## src/hw/rtl/glr_pkg.sv

```systemverilog
// ----------------------------------------------------------------------------
// glr_pkg
// shared types and constants of the grid line rasterizer
// ----------------------------------------------------------------------------
package glr_pkg;

  localparam int COORD_W = 22;
  localparam int GW_W    = 16;
  localparam int CNT_W   = 7;
  localparam int IDX_W   = 6;
  localparam int LAYER_W = 4;
  localparam int CFG_A_W = 2;

  localparam int DIV_STEPS = COORD_W;
  localparam int STEP_W    = $clog2(DIV_STEPS);

  localparam int Q_DEPTH = 2;
  localparam int QPTR_W  = $clog2(Q_DEPTH);

  localparam logic [CFG_A_W-1:0] CFG_GRID_WIDTH   = 2'd0;
  localparam logic [CFG_A_W-1:0] CFG_COLUMN_COUNT = 2'd1;
  localparam logic [CFG_A_W-1:0] CFG_ROW_COUNT    = 2'd2;

  localparam logic [GW_W-1:0]  GRID_WIDTH_RST   = 16'd1;
  localparam logic [CNT_W-1:0] COLUMN_COUNT_RST = 7'd64;
  localparam logic [CNT_W-1:0] ROW_COUNT_RST    = 7'd64;

  typedef enum logic [1:0] {
    F_IDLE,
    F_DIV,
    F_PUSH
  } front_state_t;

  typedef struct packed {
    logic [LAYER_W-1:0] layer;
    logic               err;
    logic [IDX_W-1:0]   x1;
    logic [IDX_W-1:0]   y1;
    logic [IDX_W-1:0]   major;
    logic [IDX_W-1:0]   minor;
    logic               xneg;
    logic               yneg;
    logic               swap;
  } glr_cmd_t;

endpackage

```

## src/hw/rtl/glr_front.sv

```systemverilog
// ----------------------------------------------------------------------------
// glr_front
// accepts segments, quantizes the four coordinates and classifies the line
// ----------------------------------------------------------------------------
module glr_front #(
  parameter int GRID_DIM = 64
) (
  input  logic                       clk,
  input  logic                       rst,
  input  logic                       in_valid,
  output logic                       in_ready,
  input  logic [glr_pkg::LAYER_W-1:0] layer,
  input  logic [glr_pkg::COORD_W-1:0] start_x,
  input  logic [glr_pkg::COORD_W-1:0] start_y,
  input  logic [glr_pkg::COORD_W-1:0] end_x,
  input  logic [glr_pkg::COORD_W-1:0] end_y,
  input  logic [glr_pkg::GW_W-1:0]    grid_width,
  input  logic [glr_pkg::CNT_W-1:0]   column_count,
  input  logic [glr_pkg::CNT_W-1:0]   row_count,
  output glr_pkg::glr_cmd_t           cmd,
  output logic                       cmd_valid,
  input  logic                       cmd_full
);
  import glr_pkg::*;

  front_state_t state, state_next;

  logic [STEP_W-1:0]  step;
  logic [COORD_W-1:0] num [4];
  logic [GW_W-1:0]    rem [4];
  logic [COORD_W-1:0] num_next [4];
  logic [GW_W-1:0]    rem_next [4];
  logic [LAYER_W-1:0] layer_q;
  logic [GW_W-1:0]    w_eff;

  logic [CNT_W-1:0]   col_lim, row_lim;
  logic [COORD_W-1:0] px1, py1, px2, py2;
  logic [IDX_W-1:0]   x1, y1, x2, y2, ax, ay;
  logic               err, swap;

  function automatic logic [COORD_W-1:0] pull_back(input logic [COORD_W-1:0] idx,
                                                   input logic [CNT_W-1:0] count);
    logic [COORD_W-1:0] cnt_ext;
    cnt_ext = {{(COORD_W-CNT_W){1'b0}}, count};
    if ((count != '0) && (idx == cnt_ext)) begin
      return idx - 1'b1;
    end
    return idx;
  endfunction

  function automatic logic [CNT_W-1:0] limit_of(input logic [CNT_W-1:0] count);
    if (count < CNT_W'(GRID_DIM)) begin
      return count;
    end
    return CNT_W'(GRID_DIM);
  endfunction

  assign w_eff = (grid_width == '0) ? GW_W'(1) : grid_width;

  // restoring divider lanes, one quotient bit per cycle
  always_comb begin
    logic [GW_W:0] trial;
    logic          ge;
    for (int i = 0; i < 4; i++) begin
      trial       = {rem[i], num[i][COORD_W-1]};
      ge          = (trial >= {1'b0, w_eff});
      rem_next[i] = ge ? GW_W'(trial - {1'b0, w_eff}) : trial[GW_W-1:0];
      num_next[i] = {num[i][COORD_W-2:0], ge};
    end
  end

  always_comb begin
    col_lim = limit_of(column_count);
    row_lim = limit_of(row_count);
    px1 = pull_back(num[0], column_count);
    py1 = pull_back(num[1], row_count);
    px2 = pull_back(num[2], column_count);
    py2 = pull_back(num[3], row_count);
    err = (px1 >= {{(COORD_W-CNT_W){1'b0}}, col_lim}) ||
          (px2 >= {{(COORD_W-CNT_W){1'b0}}, col_lim}) ||
          (py1 >= {{(COORD_W-CNT_W){1'b0}}, row_lim}) ||
          (py2 >= {{(COORD_W-CNT_W){1'b0}}, row_lim});
    x1 = px1[IDX_W-1:0];
    y1 = py1[IDX_W-1:0];
    x2 = px2[IDX_W-1:0];
    y2 = py2[IDX_W-1:0];
    ax = (x2 >= x1) ? (x2 - x1) : (x1 - x2);
    ay = (y2 >= y1) ? (y2 - y1) : (y1 - y2);
    swap = (ay > ax);
    cmd.layer = layer_q;
    cmd.err   = err;
    cmd.x1    = x1;
    cmd.y1    = y1;
    cmd.major = swap ? ay : ax;
    cmd.minor = swap ? ax : ay;
    cmd.xneg  = (x2 < x1);
    cmd.yneg  = (y2 < y1);
    cmd.swap  = swap;
  end

  always_ff @(posedge clk) begin
    if (rst) begin
      state <= F_IDLE;
    end else begin
      state <= state_next;
    end
  end

  always_comb begin
    state_next = state;
    in_ready   = 1'b0;
    cmd_valid  = 1'b0;
    case (state)
      F_IDLE: begin
        in_ready = 1'b1;
        if (in_valid) begin
          state_next = F_DIV;
        end
      end
      F_DIV: begin
        if (step == STEP_W'(DIV_STEPS - 1)) begin
          state_next = F_PUSH;
        end
      end
      F_PUSH: begin
        cmd_valid = !cmd_full;
        if (!cmd_full) begin
          state_next = F_IDLE;
        end
      end
      default: begin
        state_next = F_IDLE;
      end
    endcase
  end

  always_ff @(posedge clk) begin
    case (state)
      F_IDLE: begin
        if (in_valid) begin
          num[0]  <= start_x;
          num[1]  <= start_y;
          num[2]  <= end_x;
          num[3]  <= end_y;
          for (int i = 0; i < 4; i++) begin
            rem[i] <= '0;
          end
          step    <= '0;
          layer_q <= layer;
        end
      end
      F_DIV: begin
        for (int i = 0; i < 4; i++) begin
          num[i] <= num_next[i];
          rem[i] <= rem_next[i];
        end
        step <= step + 1'b1;
      end
      default: begin
      end
    endcase
  end

endmodule

```

## src/hw/rtl/glr_queue.sv

```systemverilog
// ----------------------------------------------------------------------------
// glr_queue
// short command queue between the front and back parts
// ----------------------------------------------------------------------------
module glr_queue (
  input  logic              clk,
  input  logic              rst,
  input  logic              push,
  input  glr_pkg::glr_cmd_t push_cmd,
  output logic              full,
  input  logic              pop,
  output glr_pkg::glr_cmd_t head,
  output logic              empty
);
  import glr_pkg::*;

  glr_cmd_t          entry [Q_DEPTH];
  logic [QPTR_W-1:0] wr_ptr, rd_ptr;
  logic [QPTR_W:0]   fill;

  assign full  = (fill == (QPTR_W+1)'(Q_DEPTH));
  assign empty = (fill == '0);
  assign head  = entry[rd_ptr];

  always_ff @(posedge clk) begin
    if (rst) begin
      wr_ptr <= '0;
      rd_ptr <= '0;
      fill   <= '0;
    end else begin
      if (push) begin
        wr_ptr <= wr_ptr + 1'b1;
      end
      if (pop) begin
        rd_ptr <= rd_ptr + 1'b1;
      end
      if (push && !pop) begin
        fill <= fill + 1'b1;
      end else if (pop && !push) begin
        fill <= fill - 1'b1;
      end
    end
  end

  always_ff @(posedge clk) begin
    if (push) begin
      entry[wr_ptr] <= push_cmd;
    end
  end

endmodule

```

## src/hw/rtl/glr_back.sv

```systemverilog
// ----------------------------------------------------------------------------
// glr_back
// bresenham stepper, one cell per cycle into the output register while the output is not stalled
// ----------------------------------------------------------------------------
module glr_back (
  input  logic                        clk,
  input  logic                        rst,
  input  glr_pkg::glr_cmd_t           head,
  input  logic                        q_empty,
  output logic                        pop,
  output logic                        out_valid,
  input  logic                        out_ready,
  output logic [glr_pkg::LAYER_W-1:0] cell_layer,
  output logic [glr_pkg::IDX_W-1:0]   cell_col,
  output logic [glr_pkg::IDX_W-1:0]   cell_row,
  output logic                        last_cell,
  output logic                        range_error
);
  import glr_pkg::*;

  localparam int D_W = IDX_W + 3;

  glr_cmd_t               cur;
  logic                   active;
  logic [IDX_W-1:0]       x, y, remaining;
  logic signed [D_W-1:0]  d;
  logic signed [D_W-1:0]  de, dne, d_init, d_next;
  logic [IDX_W-1:0]       x_next, y_next, x_step, y_step;
  logic                   can_load, emit, is_last, straight;

  assign can_load = !out_valid || out_ready;
  assign pop      = !active && !q_empty;
  assign emit     = active && can_load;
  assign is_last  = cur.err || (remaining == '0);

  always_comb begin
    d_init   = $signed({2'b00, head.minor, 1'b0}) - $signed({3'b000, head.major});
    de       = $signed({2'b00, cur.minor, 1'b0});
    dne      = de - $signed({2'b00, cur.major, 1'b0});
    straight = (d <= 0);
    x_step   = cur.xneg ? (x - 1'b1) : (x + 1'b1);
    y_step   = cur.yneg ? (y - 1'b1) : (y + 1'b1);
    if (straight) begin
      x_next = cur.swap ? x : x_step;
      y_next = cur.swap ? y_step : y;
      d_next = d + de;
    end else begin
      x_next = x_step;
      y_next = y_step;
      d_next = d + dne;
    end
  end

  always_ff @(posedge clk) begin
    if (rst) begin
      active    <= 1'b0;
      out_valid <= 1'b0;
    end else begin
      if (pop) begin
        active <= 1'b1;
      end else if (emit && is_last) begin
        active <= 1'b0;
      end
      if (can_load) begin
        out_valid <= active;
      end
    end
  end

  always_ff @(posedge clk) begin
    if (pop) begin
      cur       <= head;
      x         <= head.x1;
      y         <= head.y1;
      d         <= d_init;
      remaining <= head.major;
    end else if (emit) begin
      cell_layer  <= cur.layer;
      cell_col    <= cur.err ? '0 : x;
      cell_row    <= cur.err ? '0 : y;
      last_cell   <= is_last;
      range_error <= cur.err;
      x           <= x_next;
      y           <= y_next;
      d           <= d_next;
      remaining   <= remaining - 1'b1;
    end
  end

endmodule

```

## src/hw/rtl/grid_line_rasterizer.sv

```systemverilog
// ----------------------------------------------------------------------------
// grid_line_rasterizer
// quantizes segment endpoints to grid cells and walks the cells on the line
// ----------------------------------------------------------------------------
// channel  direction  transfer when          payload
// in       sink       in_valid & in_ready    layer, start_x, start_y, end_x, end_y
// out      source     out_valid & out_ready  cell_layer, cell_col, cell_row,
//                                            last_cell, range_error
// cfg      sink       cfg_valid & cfg_ready  cfg_index, cfg_data
//
// the front accepts a segment, runs the four parallel one-bit-a-cycle
// dividers, then classifies and queues it before it takes the next one
// the back loads a queued line, then emits span + 1 cells, or one for a
// range error, at one per cycle unless stalled; the lines overlap
// reset clears the queue, output and sets grid_width 1, counts 64
// a stalled output holds the stepper; the two-entry queue lets the front run on
module grid_line_rasterizer #(
  parameter int GRID_DIM = 64
) (
  input  logic                        clk,
  input  logic                        rst,
  input  logic                        in_valid,
  output logic                        in_ready,
  input  logic [glr_pkg::LAYER_W-1:0] layer,
  input  logic [glr_pkg::COORD_W-1:0] start_x,
  input  logic [glr_pkg::COORD_W-1:0] start_y,
  input  logic [glr_pkg::COORD_W-1:0] end_x,
  input  logic [glr_pkg::COORD_W-1:0] end_y,
  output logic                        out_valid,
  input  logic                        out_ready,
  output logic [glr_pkg::LAYER_W-1:0] cell_layer,
  output logic [glr_pkg::IDX_W-1:0]   cell_col,
  output logic [glr_pkg::IDX_W-1:0]   cell_row,
  output logic                        last_cell,
  output logic                        range_error,
  input  logic                        cfg_valid,
  output logic                        cfg_ready,
  input  logic [glr_pkg::CFG_A_W-1:0] cfg_index,
  input  logic [glr_pkg::GW_W-1:0]    cfg_data
);
  import glr_pkg::*;

  logic [GW_W-1:0]  grid_width;
  logic [CNT_W-1:0] column_count;
  logic [CNT_W-1:0] row_count;

  glr_cmd_t push_cmd, head;
  logic     push, q_full, pop, q_empty;

  assign cfg_ready = 1'b1;

  always_ff @(posedge clk) begin
    if (rst) begin
      grid_width   <= GRID_WIDTH_RST;
      column_count <= COLUMN_COUNT_RST;
      row_count    <= ROW_COUNT_RST;
    end else if (cfg_valid && cfg_ready) begin
      case (cfg_index)
        CFG_GRID_WIDTH:   grid_width   <= cfg_data;
        CFG_COLUMN_COUNT: column_count <= cfg_data[CNT_W-1:0];
        CFG_ROW_COUNT:    row_count    <= cfg_data[CNT_W-1:0];
        default: begin
        end
      endcase
    end
  end

  glr_front #(
    .GRID_DIM (GRID_DIM)
  ) u_front (
    .clk          (clk),
    .rst          (rst),
    .in_valid     (in_valid),
    .in_ready     (in_ready),
    .layer        (layer),
    .start_x      (start_x),
    .start_y      (start_y),
    .end_x        (end_x),
    .end_y        (end_y),
    .grid_width   (grid_width),
    .column_count (column_count),
    .row_count    (row_count),
    .cmd          (push_cmd),
    .cmd_valid    (push),
    .cmd_full     (q_full)
  );

  glr_queue u_queue (
    .clk      (clk),
    .rst      (rst),
    .push     (push),
    .push_cmd (push_cmd),
    .full     (q_full),
    .pop      (pop),
    .head     (head),
    .empty    (q_empty)
  );

  glr_back u_back (
    .clk         (clk),
    .rst         (rst),
    .head        (head),
    .q_empty     (q_empty),
    .pop         (pop),
    .out_valid   (out_valid),
    .out_ready   (out_ready),
    .cell_layer  (cell_layer),
    .cell_col    (cell_col),
    .cell_row    (cell_row),
    .last_cell   (last_cell),
    .range_error (range_error)
  );

endmodule

```

## config.mk

```make
export PLATFORM = sky130hd
export DESIGN_NAME = grid_line_rasterizer
export DESIGN_NICKNAME = d
export VERILOG_FILES = /design/src/hw/rtl/glr_pkg.sv /design/src/hw/rtl/glr_front.sv /design/src/hw/rtl/glr_queue.sv /design/src/hw/rtl/glr_back.sv /design/src/hw/rtl/grid_line_rasterizer.sv
export SDC_FILE = /design/constraint.sdc
export NUM_CORES = 1
export LEC_CHECK = 0
export ABC_CLOCK_PERIOD_IN_PS = 16400
export BUFFER_PORTS_ARGS = -buffer_cell sky130_fd_sc_hd__buf_2
export CAP_MARGIN = 0
export CORE_UTILIZATION = 67
export CTS_CLUSTER_SIZE = 10
export DETAILED_ROUTE_END_ITERATION = 8
export GPL_TIMING_DRIVEN = 0
export PLACE_DENSITY = 0.87
export SLEW_MARGIN = 25
export SYNTH_ARGS = -nofsm -noshare
export SYNTH_HDL_FRONTEND = slang
export SYNTH_SLANG_ARGS = --single-unit
```

## constraint.sdc

```tcl
create_clock -name clk -period 16.4 [get_ports clk]
set_input_delay 1.64 -clock clk [delete_from_list [all_inputs] [get_ports clk]]
set_output_delay 1.64 -clock clk [all_outputs]
set_load 0.03 [all_outputs]
```

==> results.md, run 1 <==
* Vias post-DR at 16,264
* Ys async rst share at 0%
* Yosys warns at 0
* Worst vdd ir at 0.0893 mV
* Clock skew at 0.0232 ns
* Clock Tree Root: clkbuf_16
* Drt pass-1 iters at 7
* R2r startpoint: u_front.num[0][65]
* Cell variety after synth at 81
* CTS Buf Count at 40
* Final GP Congestion at 0.962
* Hold Buf Count CTS at 0
* CP endpoint kind: flop
* First-pass GRT wire length at 80,600 um
* #FFs+latches synth at 329
* Sequential area share after synthesis at 46.7%
* Setup bufs post-CTS at 0
* Row cnt at 63
* Die H at 176 um
* Leak at 9.33 nW
* Largest net degree at the start of global routing at 50
* Fin. max-slew vios at 0
* Min-Delay Path Class: flop to flop
* I/O pin count at 136
* Hold Path Cell Cnt at 0
* # DRC at 0
* Chip width at 176 um
* Mapped Area at 20,300 um2
* CP required at 16.67 ns
* Kind of critical path: flop to flop
* Mean post-synth cell area at 9.96 um2
* Reg2Reg Depth at 20
* Max-capacitance violation count at 0
* Post-Syn Instances at 2,039
* Relative slew slack at 33.4%
* Worst-path fanout max at 9
* TNS Setup at 0 ns
* Post-cts resize count at 0
* Die area at 31,000 um2
* Period Utilization, post-route at 46.0%
* Hold Violations, Final at 0
* Layout Cells excl Fill at 2,637
* Area Overhead vs Synth at 11.9%
* DR iter-0 viols at 1,491
* H-tree Lvls at 2
* Mapped Nets at 2,307
* Vias in the first global route at 16,174
* Total grt overflow at 0
* Max frequency at 132 MHz
* Total track usage at 33.0%
* PD cells at 157 nW/um2
* Outcome: completed
* Worst R2R End: u_queue.entry[0][7]
* CTS sink count at 329
* CP Launch Type: flop
* Setup Viol. Count Final at 0
* CTS Buffer Depth at 3
* Cell count after placement at 2,566
* HPWL after detailed placement at 37,100 um
* Number of flops mapped to enable cells by yosys at 290
* Minimum clock period at 7.55 ns
* Worst EP arrival at 7.82 ns
* Layout Nets at 2,486
* Vias per cell at 6.17
* PortBufs at 133
* Primary FF master, synth: edfxtp_1
* Flop-to-flop setup slack at 8.85 ns
* Worst hold start: u_back.cur[29]
* Initial antenna violation count at 5
* Clock Latency Late Sink at 0.54 ns
* CTS tree: done
* Starting Density at 68.4%
* CTS clock-pin slew for the worst setup and hold paths at 0.06 ns
* Worst Hold End: u_back.cell_layer[1]
* Core Footprint at 29,700 um2
* Worst Tran Pin Value at 0.988 ns
* Routed WL at 50,700 um
* RSZ-0062 raised after global routing: no
* Share of post-route cells with drive strength above 1 at 11.8%
* WL/cell at 19.2 um
* Routed Antenna Nets at 0
## synthesized netlist by cell type, types with 7 or more instances
cell type	instances	area share (%)
nand4_1	27	0.83
nor2_1	142	2.6
o21bai_1	8	0.30
o31ai_1	8	0.30
o211ai_1	7	0.26
fa_1	11	1.1
nor4_1	30	0.92
mux2_2	24	1.3
xnor2_1	98	4.2
a211oi_1	16	0.59
clkbuf_1	59	1.1
and2_1	9	0.28
dfxtp_1	39	3.8
mux2i_1	65	3.2
a21o_1	24	0.89
nor3_1	37	0.91
a21oi_1	110	2.7
nor4_2	8	0.49
or3_1	7	0.22
edfxtp_1	290	43
xor2_1	28	1.2
nand2_1	382	7.1
a21boi_0	11	0.41
buf_1	8	0.15
inv_1	124	2.3
o21ai_0	93	2.3
nand2b_1	14	0.43
ha_1	142	8.7
or4_1	8	0.30
nand3_1	48	1.2
a31oi_1	10	0.31
nand3b_1	7	0.26
xnor2_2	8	0.64
o21a_1	12	0.44
nor2b_1	44	1.4
## worst max-delay path: stages, from the launching register on
cell      delay [ns]
edfxtp_1        0.48
nor4_1          0.30
nand4_1         0.39
nor4_1          0.67
mux2i_1         0.55
inv_1           0.19
fa_1            0.54
o311ai_1        0.37
a21oi_2         0.13
o32ai_4         0.21
mux2_1          0.36
mux2i_1         0.37
ha_1            0.33
o21a_1          0.11
o21ai_0         0.22
nand2b_1        0.11
a21oi_1         0.18
nor2b_1         0.06
o22ai_1         0.69
clkinv_1        0.52
mux2_1          0.48
## where the power goes
| group | switching (W) | total [W] | leakage, nW | internal (W) |
|---|---|---|---|---|
| sequential | 0.000102 | 0.00128 | 3.14 | 0.00118 |
| combinational | 0.000893 | 0.00149 | 5.64 | 0.000601 |
| clock | 0.000338 | 0.000797 | 0.553 | 0.000459 |
## logic make-up after synthesis
group / share of synthesized area (%)
adders and majority gates: 9.88
AOI/OAI and AO/OA: 10.3
xor gates and xnor gates: 6.34
other: 0.0185
muxes: 4.96
DFF: 46.7
and+or+nand+nor: 18.0
buffers and inverters: 3.82
## metrics by stage
stage	hold WS, ns	setup WS (ns)	cell area, um2	utilization (%)	power (W)
floorplan	0.400	10.51	20300	-	0.00237
global placement	0.405	9.00	21500	72.2	0.00264
detailed placement	0.410	9.11	21600	72.6	0.00274
CTS	0.421	9.00	22700	76.4	0.00355
global route	0.438	8.50	22700	76.4	0.00376
finish	0.420	8.85	22700	76.5	0.00357
## state kept, by name, summed over array words and instances (netlist names), 2 cells and up, named ones only
register,cells
column_count,7
u_queue.fill,2
u_back.d,9
u_front.step,5
u_back.y,6
row_count,7
u_back.x,6
u_front.rem,64
u_front.layer_q,4
u_queue.entry,64
u_back.cell_row,6
u_front.num,88
u_back.cell_layer,4
grid_width,16
u_back.remaining,6
u_back.cur,20
u_back.cell_col,6
u_front.state,2
## layout by cell type (no fill, tap or decap), drive strengths merged, types with 31 or more instances in the layout
cell type / instances
nand2: 382
edfxtp: 290
buf: 150
nor2: 142
ha: 142
inv: 130
clkbuf: 118
a21oi: 111
xnor2: 107
o21ai: 94
mux2i: 65
nand3: 48
nor2b: 44
nor4: 40
dfxtp: 39
nor3: 37
mux2: 31
## layer usage
layer  wire, um  up-vias  part of all wire (%)  track usage, %
met3       4600      172                   9.1            6.48
met1      19400     7639                    38            40.4
met2      24400      836                    48            55.6
met4       2230        4                   4.4            16.4
li1           -     7613                     -               -
met5         27        -                 0.053               0
## worst max path at each step
stage          slack, ns                from                  end
3_3_place_gp        9.00    u_front.state[1]   u_front.num[0][14]
5_1_grt             8.50  u_front.num[0][65]  u_queue.entry[0][7]
2_1_floorplan      10.51  u_front.num[0][17]  u_queue.entry[0][6]
3_5_place_dp        9.11  u_front.num[0][65]  u_queue.entry[0][7]
6_report            8.85  u_front.num[0][65]  u_queue.entry[0][7]
4_1_cts             9.00  u_front.num[0][65]  u_queue.entry[0][7]
## layout make-up
| cell class | instances | area (um2) |
|---|---|---|
| antenna | 6 | 15.0 |
| buffer | 72 | 292 |
| clock buffer | 59 | 1090 |
| clock inverter | 6 | 47.5 |
| fill | 1947 | 6990 |
| inverter | 129 | 484 |
| multi-input combinational | 1509 | 10100 |
| sequential | 329 | 9490 |
| tap | 390 | 488 |
| timing repair buffer | 137 | 761 |
Power figures use the tool's default switching activity.
==> run 2, diff against run 1 <==
--- a/config.mk
+++ b/config.mk
@@ -5,14 +5,14 @@
 export SDC_FILE = /design/constraint.sdc
 export NUM_CORES = 1
 export LEC_CHECK = 0
-export ABC_CLOCK_PERIOD_IN_PS = 16400
+export ABC_CLOCK_PERIOD_IN_PS = 6910
 export BUFFER_PORTS_ARGS = -buffer_cell sky130_fd_sc_hd__buf_2
 export CAP_MARGIN = 0
-export CORE_UTILIZATION = 67
+export CORE_UTILIZATION = 56
 export CTS_CLUSTER_SIZE = 10
 export DETAILED_ROUTE_END_ITERATION = 8
 export GPL_TIMING_DRIVEN = 0
-export PLACE_DENSITY = 0.87
+export PLACE_DENSITY = 0.78
 export SLEW_MARGIN = 25
 export SYNTH_ARGS = -nofsm -noshare
 export SYNTH_HDL_FRONTEND = slang
==> constraint.sdc (replaced) <==
create_clock -name clk -period 6.91 [get_ports clk]
set_input_delay 0.691 -clock clk [delete_from_list [all_inputs] [get_ports clk]]
set_output_delay 0.691 -clock clk [all_outputs]
set_load 0.03 [all_outputs]
==> results.md, run 2 (synthesized netlist as in run 1, its figures left out) <==
* CTS clock-pin slew for the worst setup and hold paths at 0.06 ns (about the same)
* CTS sink count at 329 (unchanged)
* Row cnt at 69 (was 63)
* Kind of critical path: flop to flop (unchanged)
* Chip width at 192 um (was 176 um)
* Crit path top cell by count: mux2_1
* Vias per cell at 5.78 (was 6.17)
* Clock Tree Root: clkbuf_16 (unchanged)
* Die H at 192 um (was 176 um)
* Met1 Use GR at 34.5% (was 40.4%)
* Area Overhead vs Synth at 12.9% (was 11.9%)
* H-tree Lvls at 2 (unchanged)
* HPWL after detailed placement at 37,200 um (was 37,100 um)
* Violated checks: DRC
* Top reg by flops: u_front.num (unchanged)
* Drt pass-1 iters at 8 (was 7)
* Vias post-DR at 15,668 (was 16,264)
* Max-capacitance violation count at 0 (unchanged)
* Met2 Resource Use GR at 46.0% (was 55.6%)
* WL/cell at 18.4 um (was 19.2 um)
* Fill cells at 2,806 (was 1,947)
* Initial antenna violation count at 4 (was 5)
* Layer with the highest usage: met2 (unchanged)
* Die area at 37,000 um2 (was 31,000 um2)
* First-pass GRT wire length at 79,200 um (was 80,600 um)
* Routed WL at 49,800 um (was 50,700 um)
* Layout Nets at 2,487 (was 2,486)
* Minimum clock period at 6.58 ns (was 7.55 ns)
* Storage element area at 9490 um2 (unchanged)
* Leak at 9.37 nW (was 9.33 nW)
* Critical path's top delay family: simple AND/OR/NAND/NOR gates (was compound AO/OA/AOI/OAI gates)
* Routed Antenna Nets at 0 (unchanged)
* Worst EP arrival at 6.84 ns (was 7.82 ns)
* Outcome: complete, but fails checks (was completed)
* Worst hold margin at 0.337 ns (was 0.420 ns)
* Min-Delay Path Class: primary input to flop (was flop to flop)
* Biggest regs: u_front.num (88), u_front.rem (64), u_queue.entry (64) (unchanged)
* Clock skew at 0.0237 ns (was 0.0232 ns)
* Most frequent cells in the layout: nand2_1 (381), edfxtp_1 (290), nor2_1 (142), ha_1 (142), buf_2 (135) (unchanged)
* CP required at 7.17 ns (was 16.67 ns)
* Clock Latency Late Sink at 0.55 ns (was 0.54 ns)
* Worst vdd ir at 0.234 mV (was 0.0893 mV)
* Setup Viol. Count Final at 0 (unchanged)
* Worst Tran Pin Value at 0.994 ns (was 0.988 ns)
* Period Utilization, post-route at 95.2% (was 46.0%)
* Largest net degree at the start of global routing at 54 (was 50)
* Worst-path fanout max at 9 (unchanged)
* I/O pin count at 136 (unchanged)
* Crit-path cells: nor4_1 > nand4_1 > nor4_2 > mux2i_2 > inv_1 > fa_1 > o311ai_1 > a21oi_2 > o32ai_4 > mux2_1 > mux2i_1 > ha_1 > o21a_1 > o21ai_0 > nand2b_1 > a21oi_1 > nor2b_1 > o22ai_4 > clkinvlp_4 > mux2_1 (was nor4_1 > nand4_1 > nor4_1 > mux2i_1 > inv_1 > fa_1 > o311ai_1 > a21oi_2 > o32ai_4 > mux2_1 > mux2i_1 > ha_1 > o21a_1 > o21ai_0 > nand2b_1 > a21oi_1 > nor2b_1 > o22ai_1 > clkinv_1 > mux2_1)
* CP endpoint kind: flop (unchanged)
* Relative slew slack at 33.0% (was 33.4%)
* Final Worst Setup Slack at 0.334 ns (was 8.85 ns)
* PD cells at 370 nW/um2 (was 157 nW/um2)
* Critical-path top delay cell: nor4_2 (was o22ai_1)
* Placement Setup Slack at -0.322 ns (was 9.11 ns)
* CTS Buf Count at 40 (unchanged)
* Final GP Congestion at 0.926 (was 0.962)
* WP buf/inv at 2 (unchanged)
* RSZ-0062 raised after global routing: no (unchanged)
* CTS Buffer Depth at 3 (unchanged)
* Vias in the first global route at 15,658 (was 16,174)
* Most common cell after layout, fill and taps aside: nand2_1 (unchanged)
* Total track usage at 27.3% (was 33.0%)
* # DRC at 9 (was 0)
* Starting Density at 57.0% (was 68.4%)
* Hold Violations, Final at 0 (unchanged)
* Core Footprint at 35,700 um2 (was 29,700 um2)
* CP Launch Type: flop (unchanged)
* PortBufs at 133 (unchanged)
* Met3 Track Usage GR at 4.13% (was 6.48%)
* Max FFs per register at 88 (unchanged)
* CTS tree: done (unchanged)
* Crit path largest cell delay at 0.56 ns (was 0.69 ns)
* Share of post-route cells with drive strength above 1 at 12.0% (was 11.8%)
* Max frequency at 152 MHz (was 132 MHz)
* Fin. max-slew vios at 0 (unchanged)
* DR iter-0 viols at 1,110 (was 1,491)
* Multi-input logic area at 10,100 um2 (about the same)
* Total grt overflow at 0 (unchanged)
run 2: power breakdown:
part           leakage [nW]  internal [W]  switching [W]  total [W]
registers              3.14       0.00279       0.000238    0.00303
clock network         0.576       0.00114       0.000821    0.00196
logic                  5.66       0.00143        0.00205    0.00349
run 2: metal layers:
metal,vias to the layer above,wire length [um]
li1,7613,-
met1,7358,20800
met2,552,23900
met3,139,3040
met4,6,2080
met5,-,33
run 2: worst register-to-register path: stages, from the launching register on:
cell and delay, ns:
edfxtp_1 0.39, nor4_1 0.41, nand4_1 0.43, nor4_2 0.57, mux2i_2 0.41, inv_1 0.16
fa_1 0.49, o311ai_1 0.38, a21oi_2 0.13, o32ai_4 0.22, mux2_1 0.36, mux2i_1 0.31
ha_1 0.32, o21a_1 0.11, o21ai_0 0.17, nand2b_1 0.11, a21oi_1 0.15, nor2b_1 0.08
o22ai_4 0.35, clkinvlp_4 0.33, mux2_1 0.42
run 2: path summary, 6_finish.rpt:
kind                      startpoint                    to  slack, ns  cells after the start
setup / recovery  u_front.num[0][61]   u_queue.entry[0][6]       0.33                     20
hold reg to reg       u_back.cur[30]  u_back.cell_layer[2]       0.42                      0
setup reg to reg  u_front.num[0][61]   u_queue.entry[0][6]       0.33                     20
hold / removal              layer[2]    u_front.layer_q[2]       0.34                      1
run 2: per-stage QoR:
step           cells  instance area, um2  power, W  setup TNS [ns]  util, %
2_1_floorplan   2039               20300   0.00563               0        -
3_3_place_gp    2633               21600   0.00629          -86.30     60.5
3_5_place_dp    2638               21700   0.00646           -1.96     60.9
4_1_cts         2711               22900   0.00846               0     64.2
5_1_grt         2712               22900   0.00902               0     64.3
6_report        2712               22900   0.00848               0     64.3
run 2: layout make-up:
| type | count | area share (%) |
|---|---|---|
| well taps | 461 | 2.52 |
| inverters | 129 | 2.13 |
| repair buffers | 138 | 3.47 |
| flip-flops and latches | 329 | 41.4 |
| diodes | 1 | 0.0109 |
| plain buffers | 72 | 1.27 |
| multi-input cells | 1509 | 44.0 |
| clock buffers | 68 | 5.05 |
| clock inverters | 5 | 0.169 |
run 2: repair_timing:
item / 4_1_cts / 5_1_grt
resized for setup: 1 / 4
gates cloned: 0 / 0
buffers inserted: 0 / 0
endpoints found under the setup margin: 10 / 12
hold buffers: 0 / 0
